--- src/hdl/tape_level_rle_byte_encoder_unit_assert.svh ---
// ----------------------------------------------------------------------------
// Assertion macros for the tape level RLE byte encoder
// Clocked implication checks, disabled while reset is asserted.
// ----------------------------------------------------------------------------
`ifndef TAPE_LEVEL_RLE_BYTE_ENCODER_UNIT_ASSERT_SVH
`define TAPE_LEVEL_RLE_BYTE_ENCODER_UNIT_ASSERT_SVH

// Same-cycle implication: cons must hold whenever ante holds
`define TLRE_ASSERT_NOW(label, ck, rstn, ante, cons) \
    label: assert property (@(posedge ck) disable iff (!rstn) (ante) |-> (cons)) \
        else $error("tlre same-cycle check failed");

// Next-cycle implication: cons must hold in the cycle after ante
`define TLRE_ASSERT_NEXT(label, ck, rstn, ante, cons) \
    label: assert property (@(posedge ck) disable iff (!rstn) (ante) |=> (cons)) \
        else $error("tlre next-cycle check failed");

`endif

--- src/hdl/tlre_pkg.sv ---
// ----------------------------------------------------------------------------
// tlre_pkg
// Shared types and constants of the tape level RLE byte encoder.
// ----------------------------------------------------------------------------
`default_nettype none

package tlre_pkg;

    // Width of the sample and run counters (16 to 32)
    localparam int COUNT_BITS = 32;

    // Depth of the command queue between front and back
    localparam int FIFO_DEPTH = 4;
    localparam int PTR_BITS   = $clog2(FIFO_DEPTH);
    localparam int CNT_BITS   = $clog2(FIFO_DEPTH + 1);

    // Encoded byte values
    localparam logic [7:0]  BYTE_HIGH     = 8'hE0;
    localparam logic [7:0]  BYTE_LOW      = 8'h20;
    localparam logic [31:0] SHORT_RUN_MAX = 32'd255;

    // Input item kinds
    localparam logic KIND_TICK   = 1'b0;
    localparam logic KIND_FINISH = 1'b1;

    // Configuration register indexes
    localparam logic [7:0] REG_RLE_MODE   = 8'd0;
    localparam logic [7:0] REG_INIT_LEVEL = 8'd1;

    // Command kinds passed from front to back
    typedef enum logic [1:0] {
        CMD_BYTE  = 2'd0,   // one data byte
        CMD_COUNT = 2'd1,   // count-only report
        CMD_RUN   = 2'd2    // run length, one or five bytes
    } tlre_cmd_kind_t;

    typedef struct packed {
        tlre_cmd_kind_t kind;
        logic [7:0]     byte_val;
        logic [31:0]    run_len;
        logic [31:0]    count;
    } tlre_cmd_t;

    typedef struct packed {
        logic full;
        logic empty;
    } tlre_fifo_stat_t;

    // Saturating increment of a counter
    function automatic logic [COUNT_BITS-1:0] sat_inc(input logic [COUNT_BITS-1:0] v);
        sat_inc = (v == {COUNT_BITS{1'b1}}) ? v : v + 1'b1;
    endfunction

endpackage

`default_nettype wire

--- src/hdl/tlre_front.sv ---
// ----------------------------------------------------------------------------
// tlre_front
// Accepts items and config writes, tracks recording state, issues commands.
// ----------------------------------------------------------------------------
`default_nettype none

module tlre_front
    import tlre_pkg::*;
(
    input  wire logic        clk,
    input  wire logic        rst_n,
    input  wire logic        accept,
    input  wire logic        kind,
    input  wire logic        level,
    input  wire logic        cfg_we,
    input  wire logic [7:0]  cfg_index,
    input  wire logic        cfg_bit,
    output logic             push,
    output tlre_cmd_t        cmd
);

    logic                  rle_mode_reg,   rle_mode_next;
    logic                  init_level_reg, init_level_next;
    logic [COUNT_BITS-1:0] rec_reg,        rec_next;
    logic                  run_level_reg,  run_level_next;
    logic [COUNT_BITS-1:0] run_len_reg,    run_len_next;
    logic [COUNT_BITS-1:0] rec_inc;

    assign rec_inc = sat_inc(rec_reg);

    // Classify the item, update recording state, build the command
    always_comb
    begin
        rle_mode_next   = rle_mode_reg;
        init_level_next = init_level_reg;
        rec_next        = rec_reg;
        run_level_next  = run_level_reg;
        run_len_next    = run_len_reg;
        push            = 1'b0;
        cmd.kind        = CMD_COUNT;
        cmd.byte_val    = 8'd0;
        cmd.run_len     = 32'(run_len_reg);
        cmd.count       = 32'(rec_reg);

        if (accept)
        begin
            if (kind == KIND_FINISH)
            begin
                push           = 1'b1;
                cmd.kind       = rle_mode_reg ? CMD_RUN : CMD_COUNT;
                rec_next       = '0;
                run_level_next = init_level_reg;
                run_len_next   = COUNT_BITS'(1);
            end
            else if (!((rec_reg == '0) && (level == init_level_reg)))
            begin
                rec_next  = rec_inc;
                cmd.count = 32'(rec_inc);
                if (!rle_mode_reg)
                begin
                    push         = 1'b1;
                    cmd.kind     = CMD_BYTE;
                    cmd.byte_val = level ? BYTE_HIGH : BYTE_LOW;
                end
                else if (level == run_level_reg)
                begin
                    run_len_next = sat_inc(run_len_reg);
                end
                else
                begin
                    push           = 1'b1;
                    cmd.kind       = CMD_RUN;
                    run_level_next = level;
                    run_len_next   = COUNT_BITS'(1);
                end
            end
        end

        // Register writes (the user must write them only while idle; the block does not enforce this)
        if (cfg_we)
        begin
            if (cfg_index == REG_RLE_MODE)
            begin
                rle_mode_next = cfg_bit;
            end
            else if (cfg_index == REG_INIT_LEVEL)
            begin
                init_level_next = cfg_bit;
                if (rec_reg == '0)
                begin
                    run_level_next = cfg_bit;
                end
            end
        end
    end

    // Hold state
    always_ff @(posedge clk or negedge rst_n)
    begin
        if (!rst_n)
        begin
            rle_mode_reg   <= 1'b1;
            init_level_reg <= 1'b0;
            rec_reg        <= '0;
            run_level_reg  <= 1'b0;
            run_len_reg    <= COUNT_BITS'(1);
        end
        else
        begin
            rle_mode_reg   <= rle_mode_next;
            init_level_reg <= init_level_next;
            rec_reg        <= rec_next;
            run_level_reg  <= run_level_next;
            run_len_reg    <= run_len_next;
        end
    end

endmodule

`default_nettype wire

--- src/hdl/tlre_fifo.sv ---
// ----------------------------------------------------------------------------
// tlre_fifo
// Short command queue that decouples the front from the byte serializer.
// ----------------------------------------------------------------------------
`default_nettype none

module tlre_fifo
    import tlre_pkg::*;
(
    input  wire logic       clk,
    input  wire logic       rst_n,
    input  wire logic       push,
    input  tlre_cmd_t       wdata,
    input  wire logic       pop,
    output tlre_cmd_t       rdata,
    output tlre_fifo_stat_t stat
);

    tlre_cmd_t           mem [FIFO_DEPTH];
    logic [PTR_BITS-1:0] wr_ptr_reg, wr_ptr_next;
    logic [PTR_BITS-1:0] rd_ptr_reg, rd_ptr_next;
    logic [CNT_BITS-1:0] cnt_reg,    cnt_next;
    logic                do_push;
    logic                do_pop;

    assign stat.full  = (cnt_reg == CNT_BITS'(FIFO_DEPTH));
    assign stat.empty = (cnt_reg == '0);
    assign do_push    = push && !stat.full;
    assign do_pop     = pop && !stat.empty;
    assign rdata      = mem[rd_ptr_reg];

    // Advance pointers and occupancy
    always_comb
    begin
        wr_ptr_next = wr_ptr_reg;
        rd_ptr_next = rd_ptr_reg;
        cnt_next    = cnt_reg;
        if (do_push)
        begin
            wr_ptr_next = (wr_ptr_reg == PTR_BITS'(FIFO_DEPTH - 1)) ? '0 : wr_ptr_reg + 1'b1;
        end
        if (do_pop)
        begin
            rd_ptr_next = (rd_ptr_reg == PTR_BITS'(FIFO_DEPTH - 1)) ? '0 : rd_ptr_reg + 1'b1;
        end
        if (do_push && !do_pop)
        begin
            cnt_next = cnt_reg + 1'b1;
        end
        else if (do_pop && !do_push)
        begin
            cnt_next = cnt_reg - 1'b1;
        end
    end

    always_ff @(posedge clk or negedge rst_n)
    begin
        if (!rst_n)
        begin
            wr_ptr_reg <= '0;
            rd_ptr_reg <= '0;
            cnt_reg    <= '0;
        end
        else
        begin
            wr_ptr_reg <= wr_ptr_next;
            rd_ptr_reg <= rd_ptr_next;
            cnt_reg    <= cnt_next;
        end
    end

    // Store the entry
    always_ff @(posedge clk)
    begin
        if (do_push)
        begin
            mem[wr_ptr_reg] <= wdata;
        end
    end

endmodule

`default_nettype wire

--- src/hdl/tlre_back.sv ---
// ----------------------------------------------------------------------------
// tlre_back
// Byte serializer: turns queued commands into output transactions.
// ----------------------------------------------------------------------------
`default_nettype none

module tlre_back
    import tlre_pkg::*;
(
    input  wire logic        clk,
    input  wire logic        rst_n,
    input  tlre_cmd_t        head,
    input  wire logic        head_valid,
    output logic             pop,
    output logic             out_valid,
    input  wire logic        out_ready,
    output logic [7:0]       out_byte,
    output logic             has_data,
    output logic [31:0]      sample_count,
    output logic             last
);

    logic        valid_reg, valid_next;
    logic [7:0]  byte_reg;
    logic        has_reg;
    logic [31:0] count_reg;
    logic        last_reg;
    logic [2:0]  idx_reg,   idx_next;
    logic        load;
    logic [7:0]  cur_byte;
    logic        cur_has;
    logic        cur_last;

    assign load         = !valid_reg || out_ready;
    assign out_valid    = valid_reg;
    assign out_byte     = byte_reg;
    assign has_data     = has_reg;
    assign sample_count = count_reg;
    assign last         = last_reg;

    // Decode the byte at the current position of the head command
    always_comb
    begin
        cur_byte = 8'd0;
        cur_has  = 1'b1;
        cur_last = 1'b1;
        unique case (head.kind)
            CMD_BYTE:
            begin
                cur_byte = head.byte_val;
            end
            CMD_COUNT:
            begin
                cur_has = 1'b0;
            end
            CMD_RUN:
            begin
                if (head.run_len <= SHORT_RUN_MAX)
                begin
                    cur_byte = head.run_len[7:0];
                end
                else
                begin
                    cur_last = (idx_reg == 3'd4);
                    case (idx_reg)
                        3'd1:    cur_byte = head.run_len[7:0];
                        3'd2:    cur_byte = head.run_len[15:8];
                        3'd3:    cur_byte = head.run_len[23:16];
                        3'd4:    cur_byte = head.run_len[31:24];
                        default: cur_byte = 8'd0;
                    endcase
                end
            end
            default:
            begin
                cur_has = 1'b0;
            end
        endcase
    end

    // Advance through the command, drop it after its last byte
    always_comb
    begin
        pop        = 1'b0;
        idx_next   = idx_reg;
        valid_next = valid_reg;
        if (load)
        begin
            valid_next = head_valid;
            if (head_valid)
            begin
                pop      = cur_last;
                idx_next = cur_last ? 3'd0 : idx_reg + 1'b1;
            end
        end
    end

    always_ff @(posedge clk or negedge rst_n)
    begin
        if (!rst_n)
        begin
            valid_reg <= 1'b0;
            idx_reg   <= 3'd0;
        end
        else
        begin
            valid_reg <= valid_next;
            idx_reg   <= idx_next;
        end
    end

    // Output payload register
    always_ff @(posedge clk)
    begin
        if (load && head_valid)
        begin
            byte_reg  <= cur_byte;
            has_reg   <= cur_has;
            count_reg <= head.count;
            last_reg  <= cur_last;
        end
    end

endmodule

`default_nettype wire

--- src/hdl/tape_level_rle_byte_encoder_unit.sv ---
// Tape level RLE byte encoder. Takes one tape level per sample tick on the
// slave stream (tuser = kind: 0 tick, 1 finish; tdata[0] = level) and emits
// encoded bytes on the master stream: a raw byte per recorded sample, or run
// lengths as one byte (up to 255) or a zero byte plus four little-endian count
// bytes; a finish item flushes the last run (or, in raw mode, gives one
// count-only report). An input item is taken every cycle while the four-entry
// command queue has room; the serializer sends one byte per cycle while the
// output is ready (a long run is five bytes, any other result one). Commands go
// through the queue and the output register. Registers are written through the
// cfg channel, which is always ready; write them only while the block is idle.
`default_nettype none

`include "tape_level_rle_byte_encoder_unit_assert.svh"

// ----------------------------------------------------------------------------
// tape_level_rle_byte_encoder_unit
// Top level: front classifier, command queue and byte serializer.
// ----------------------------------------------------------------------------
module tape_level_rle_byte_encoder_unit
    import tlre_pkg::*;
(
    input  wire logic        clk,
    input  wire logic        rst_n,
    // input stream
    input  wire logic        s_axis_tvalid,
    output logic             s_axis_tready,
    input  wire logic [7:0]  s_axis_tdata,   // [0] level, [7:1] zero
    input  wire logic        s_axis_tuser,   // [0] kind
    // output stream
    output logic             m_axis_tvalid,
    input  wire logic        m_axis_tready,
    output logic [39:0]      m_axis_tdata,   // [7:0] out_byte, [39:8] sample_count
    output logic             m_axis_tuser,   // [0] has_data
    output logic             m_axis_tlast,
    // configuration write channel
    input  wire logic        cfg_valid,
    output logic             cfg_ready,
    input  wire logic [7:0]  cfg_index,
    input  wire logic [7:0]  cfg_data
);

    tlre_cmd_t       front_cmd;
    tlre_cmd_t       head_cmd;
    tlre_fifo_stat_t fifo_stat;
    logic            front_push;
    logic            back_pop;
    logic            in_accept;

    assign s_axis_tready = !fifo_stat.full;
    assign cfg_ready     = 1'b1;
    assign in_accept     = s_axis_tvalid && s_axis_tready;

    // Classify input transactions
    tlre_front u_front
    (
        .clk       (clk),
        .rst_n     (rst_n),
        .accept    (in_accept),
        .kind      (s_axis_tuser),
        .level     (s_axis_tdata[0]),
        .cfg_we    (cfg_valid),
        .cfg_index (cfg_index),
        .cfg_bit   (cfg_data[0]),
        .push      (front_push),
        .cmd       (front_cmd)
    );

    // Queue commands
    tlre_fifo u_fifo
    (
        .clk   (clk),
        .rst_n (rst_n),
        .push  (front_push),
        .wdata (front_cmd),
        .pop   (back_pop),
        .rdata (head_cmd),
        .stat  (fifo_stat)
    );

    // Serialize bytes
    tlre_back u_back
    (
        .clk          (clk),
        .rst_n        (rst_n),
        .head         (head_cmd),
        .head_valid   (!fifo_stat.empty),
        .pop          (back_pop),
        .out_valid    (m_axis_tvalid),
        .out_ready    (m_axis_tready),
        .out_byte     (m_axis_tdata[7:0]),
        .has_data     (m_axis_tuser),
        .sample_count (m_axis_tdata[39:8]),
        .last         (m_axis_tlast)
    );

    // Checks
    `TLRE_ASSERT_NOW(a_no_overflow, clk, rst_n, front_push, !fifo_stat.full)
    `TLRE_ASSERT_NOW(a_count_only_last, clk, rst_n, m_axis_tvalid && !m_axis_tuser, m_axis_tlast)
    `TLRE_ASSERT_NOW(a_count_only_zero, clk, rst_n, m_axis_tvalid && !m_axis_tuser,
                     m_axis_tdata[7:0] == 8'd0)

endmodule

`default_nettype wire

--- config.mk ---
export PLATFORM = sky130hd
export DESIGN_NAME = tape_level_rle_byte_encoder_unit
export DESIGN_NICKNAME = d
export VERILOG_FILES = /design/src/hdl/tlre_pkg.sv /design/src/hdl/tlre_front.sv /design/src/hdl/tlre_fifo.sv /design/src/hdl/tlre_back.sv /design/src/hdl/tape_level_rle_byte_encoder_unit.sv
export VERILOG_INCLUDE_DIRS = /design/src /design/src/hdl
export SDC_FILE = /design/constraint.sdc
export NUM_CORES = 1
export LEC_CHECK = 0
export BUFFER_PORTS_ARGS = -buffer_cell sky130_fd_sc_hd__buf_2
export CORE_ASPECT_RATIO = 1.5
export CORE_MARGIN = 3
export CORE_UTILIZATION = 32
export DETAILED_ROUTE_END_ITERATION = 6
export HOLD_SLACK_MARGIN = 0.15
export SYNTH_ARGS = -nofsm -noshare
export SYNTH_HDL_FRONTEND = slang
export SYNTH_HIERARCHICAL = 1
export SYNTH_SLANG_ARGS = --single-unit
--- constraint.sdc ---
create_clock -name clk -period 3.9 [get_ports clk]
set_input_delay 0.78 -clock clk [delete_from_list [all_inputs] [get_ports clk]]
set_output_delay 0.78 -clock clk [all_outputs]
set_load 0.1 [all_outputs]
==> results.txt <==
After detailed routing, the average wire length per cell comes to 21.02 um. Routed signal wires occupy layers up through met4. The initial antenna violation count was 1. The area growth from synthesis to layout is 12.80%. In the layout the commonest cells are sky130_fd_sc_hd__edfxtp_1, sky130_fd_sc_hd__dfrtp_1, sky130_fd_sc_hd__mux4_2.

The worst setup path is launched from a flop. The logs give 14.77 mm for the wire length the detailed router placed on met1 and 0 for the number of pins with negative max-slew slack in the final report. By startpoint and endpoint, the worst setup path is classified as flop to flop. The final HPWL from detailed placement was 26.73 mm. The fraction of registers with async set/reset was 18.75%; the sequential share of the synthesized area was 68.37%. The die height is 294.1 um. Total global routing track utilization: 13.86%. TritonCTS built the clock tree. For this design the total switching power over the nets is 0.005477 W. Setup violations remaining at the end of the flow were counted as 0. The required time reported for the critical path endpoint is 4.32 ns, and the detailed route wirelength on metal2 is 23.05 mm. Area share of the leading cell type in the synthesized netlist: 57.33%.

In this run switching power makes up 36.85% of total power. The run gives 1214 as the final net count. The worst slew margin relative to its limit came out at 21.72%. Dividing total power by cell area gives a power density of 744.3 nW/um^2. Timing would allow up to 294.1 MHz. The run finished with clean final reports.

Summed over all nets, wire length on met3 after detailed routing comes to 945 um. In the routed layout, each cell is associated on average with a via count of 5.103. Leaving out fill and tap cells, the most frequent cell in the layout is sky130_fd_sc_hd__edfxtp_1.

Cell internal power was estimated by the tool at 0.009387 W. Register ranked first by flip-flop count: u_fifo/mem. For the unique cell type count in the Yosys netlist, the log shows 70.

The routed layout has 9665 vias. The die boundary width is 198.1 um, and the total wire length is 39.82 mm. The run gives 0 as the number of routed nets with antenna violations.

Hold repair after CTS inserted 0 buffers. Buffers placed on the I/O ports in this run total 59. For the number of buffers between clock root and the deepest sink, the log shows 3. Class of the worst hold path: primary input to asynchronous set/reset pin.

Before antenna repair, the detailed router went through 5 iterations. The number of synthesized flops with an enable pin works out to 338. In this run, the clock network consumes 24.3% of the power. The critical path arrival was 3.82 ns. The logs give 5036 for the final-layout fill cell count and 0 for the final global-route overflow total. The finished layout holds 1894 standard cells, fillers aside.

The logs give 0.53 ns for the clock latency at the later pin of the worst-skew pair and 6.868 nW for the leakage power total. The number of antenna diodes in the final layout is 0. After detailed routing, the number of remaining DRC violations is 0.

Of the total power, combinational logic draws 33.6%. The tree built by TritonCTS fans out to 416 sinks. After synthesis the netlist holds a flip-flop and latch count of 416. The wire length of the first global-routing pass is 61.65 mm. The run gives 54780 um^2 as the area of the core region.

For this design the top-level I/O count stands at 75. Between clock sinks in the finished design, the worst skew comes to 0.01959 ns. The floorplan has 105 rows.

The worst setup path is captured at a flop. The number of flip-flops under the largest register name is 296, and the number of max-cap violations is 0. Among all flip-flop cells after synthesis, the most frequent one is sky130_fd_sc_hd__edfxtp_1. The final critical path time including I/O delays and setup is 3.401 ns, and the pre-CTS setup slack is 0.4018 ns. The final critical path takes up 87.20% of the cycle. VDD sags by at most 0.4912 mV. For the full die area, the log shows 58240 um^2. After routing, the total negative slack on setup checks comes to 0 ns.

The initial standard-cell utilization of the core is 32.32%, and the hold violation total from the final report is 0. The post-cts sizing count came out at 0. In this run the number of H-tree levels came out at 2. The number of buffers created by CTS was 39. After layout, the worst setup slack is 0.4992 ns. Setup repair after global routing left no endpoint under its margin. Clock-pin slew was measured on the worst setup and hold paths at 0.06 ns. Ranked by total cell area, the synthesized netlist is headed by sky130_fd_sc_hd__edfxtp_1, sky130_fd_sc_hd__dfrtp_1, sky130_fd_sc_hd__mux4_2. The number of instances in the synthesized netlist was 1099; the total standard cell area after synthesis was 17700 um^2.

Clock tree synthesis selected as its root buffer the cell sky130_fd_sc_hd__clkbuf_16. The run gives 0 as the number of buffers inserted by post-CTS setup repair. Share of total power in sequential cells: 42.1%.

The placer congestion estimate is 0.8620, and the share of final-layout standard cells stronger than drive strength 1 is 20.52%. The run gives 75 as the maximum number of pins on one net before global-route repair. For the pin with the worst max-slew slack, the measured transition is 1.163 ns. The mean instance size in the synthesized netlist came out at 16.11 um^2. The placed instance count was 1823.

For this run, the number of Yosys warnings is 6. For the DRC violation total after the first TritonRoute iteration, the log shows 717. The number of global-route vias before repair is 10120, and the maximum fanout count along the critical path is 13. The cell accounting for the most synthesized area was sky130_fd_sc_hd__edfxtp_1.
## cells in the mapped netlist (all sizes together) (3+ instances only)
library cell and number:
a41oi 4, ha 14, edfxtp 338, nor2b 6
or4 4, a21oi 24, dfrtp 76, nand4 15
nor2 53, and3 12, mux2 6, nor3 27
a22oi 16, nand3 41, xnor2 36, nand2 62
and2 15, inv 24, nor3b 7, o21bai 3
a21o 6, mux2i 12, o21ai 30, a21boi 8
a22o 3, xor2 23, a31oi 18, buf 49
o31ai 4, nor4 27, clkbuf 14, nand2b 5
nor4b 4, or3 8, mux4 74, and4 9
## critical path, stage by stage (launching register included)
cell and delay (ns):
sky130_fd_sc_hd__dfrtp_4 0.45, sky130_fd_sc_hd__buf_12 0.17, sky130_fd_sc_hd__mux4_2 0.57, sky130_fd_sc_hd__nor4_1 0.30, sky130_fd_sc_hd__and4_1 0.23, sky130_fd_sc_hd__nand3_1 0.18
sky130_fd_sc_hd__a21oi_1 0.27, sky130_fd_sc_hd__o31ai_2 0.15, sky130_fd_sc_hd__ha_1 0.23, sky130_fd_sc_hd__inv_1 0.07, sky130_fd_sc_hd__fa_1 0.40, sky130_fd_sc_hd__mux2_2 0.27
## routing by layer
layer | global-route usage (%) | up-vias
met5 | 0 | -
met4 | 4.629 | 0
met3 | 1.466 | 66
met2 | 27.45 | 177
met1 | 15.18 | 4999
li1 | - | 4423
## per-stage QoR
step | area [um^2] | hold slack (ns) | total power, W | util, %
2_1_floorplan | 17720 | 0.4844 | 0.01017 | -
3_3_place_gp | 18760 | 0.5176 | 0.01142 | 34.25
3_5_place_dp | 18760 | 0.5268 | 0.01149 | 34.25
4_1_cts | 19970 | 0.2665 | 0.01513 | 36.45
5_1_grt | 19970 | 0.2857 | 0.01553 | 36.45
6_report | 19970 | 0.2566 | 0.01486 | 36.45
## cell families (layout without fill, tap and decap cells)
group / count (synthesis) / count (layout) / synth area share [%]
AO/OA/AOI/OAI: 130 / 130 / 5.032
XOR/XNOR: 59 / 59 / 2.919
adder cells (fa/ha/maj): 15 / 15 / 1.102
buffers and inverters: 87 / 183 / 2.968
flip-flops: 416 / 416 / 68.37
multiplexers: 92 / 92 / 10.47
other: 2 / 6 / 0.04242
AND/OR/NAND/NOR: 298 / 298 / 9.095
## final cells by class
type                            count  area [um^2]  share of cell area (%)
Multi-Input combinational cell    600         5100                   25.54
Sequential cell                   416        12110                   60.65
Tap cell                          695        869.6                   4.354
Timing Repair Buffer               88        590.6                   2.957
Clock inverter                     18        137.6                  0.6892
Clock buffer                       53         1071                   5.363
Inverter                           24        90.09                  0.4511
## path summary, 6_finish.rpt
check	from	slack [ns]	end	depth (start not counted)
hold reg to reg	u_fifo/cnt_reg[2]	0.54	u_fifo/cnt_reg[2]	1
min in group clk	cfg_data[0]	0.54	u_front/run_level_reg	3
hold / removal	rst_n	0.26	u_front/rec_reg[20]	1
setup reg to reg	u_fifo/rd_ptr_reg[0]	0.50	u_fifo/cnt_reg[1]	11
setup / recovery	u_fifo/rd_ptr_reg[0]	0.50	u_fifo/cnt_reg[1]	11
max in group asynchronous	rst_n	2.80	u_front/run_len_reg[12]	2
## power by group through the flow
stage                     clock (W)  combinational (W)  sequential (W)
after global placement            0            0.00509         0.00633
after floorplan                   0            0.00232         0.00786
after detailed placement          0            0.00512         0.00637
after CTS                   0.00371            0.00513         0.00628
final                       0.00361            0.00500         0.00625
after global routing        0.00389            0.00530         0.00635
Power figures use the tool's default switching activity.
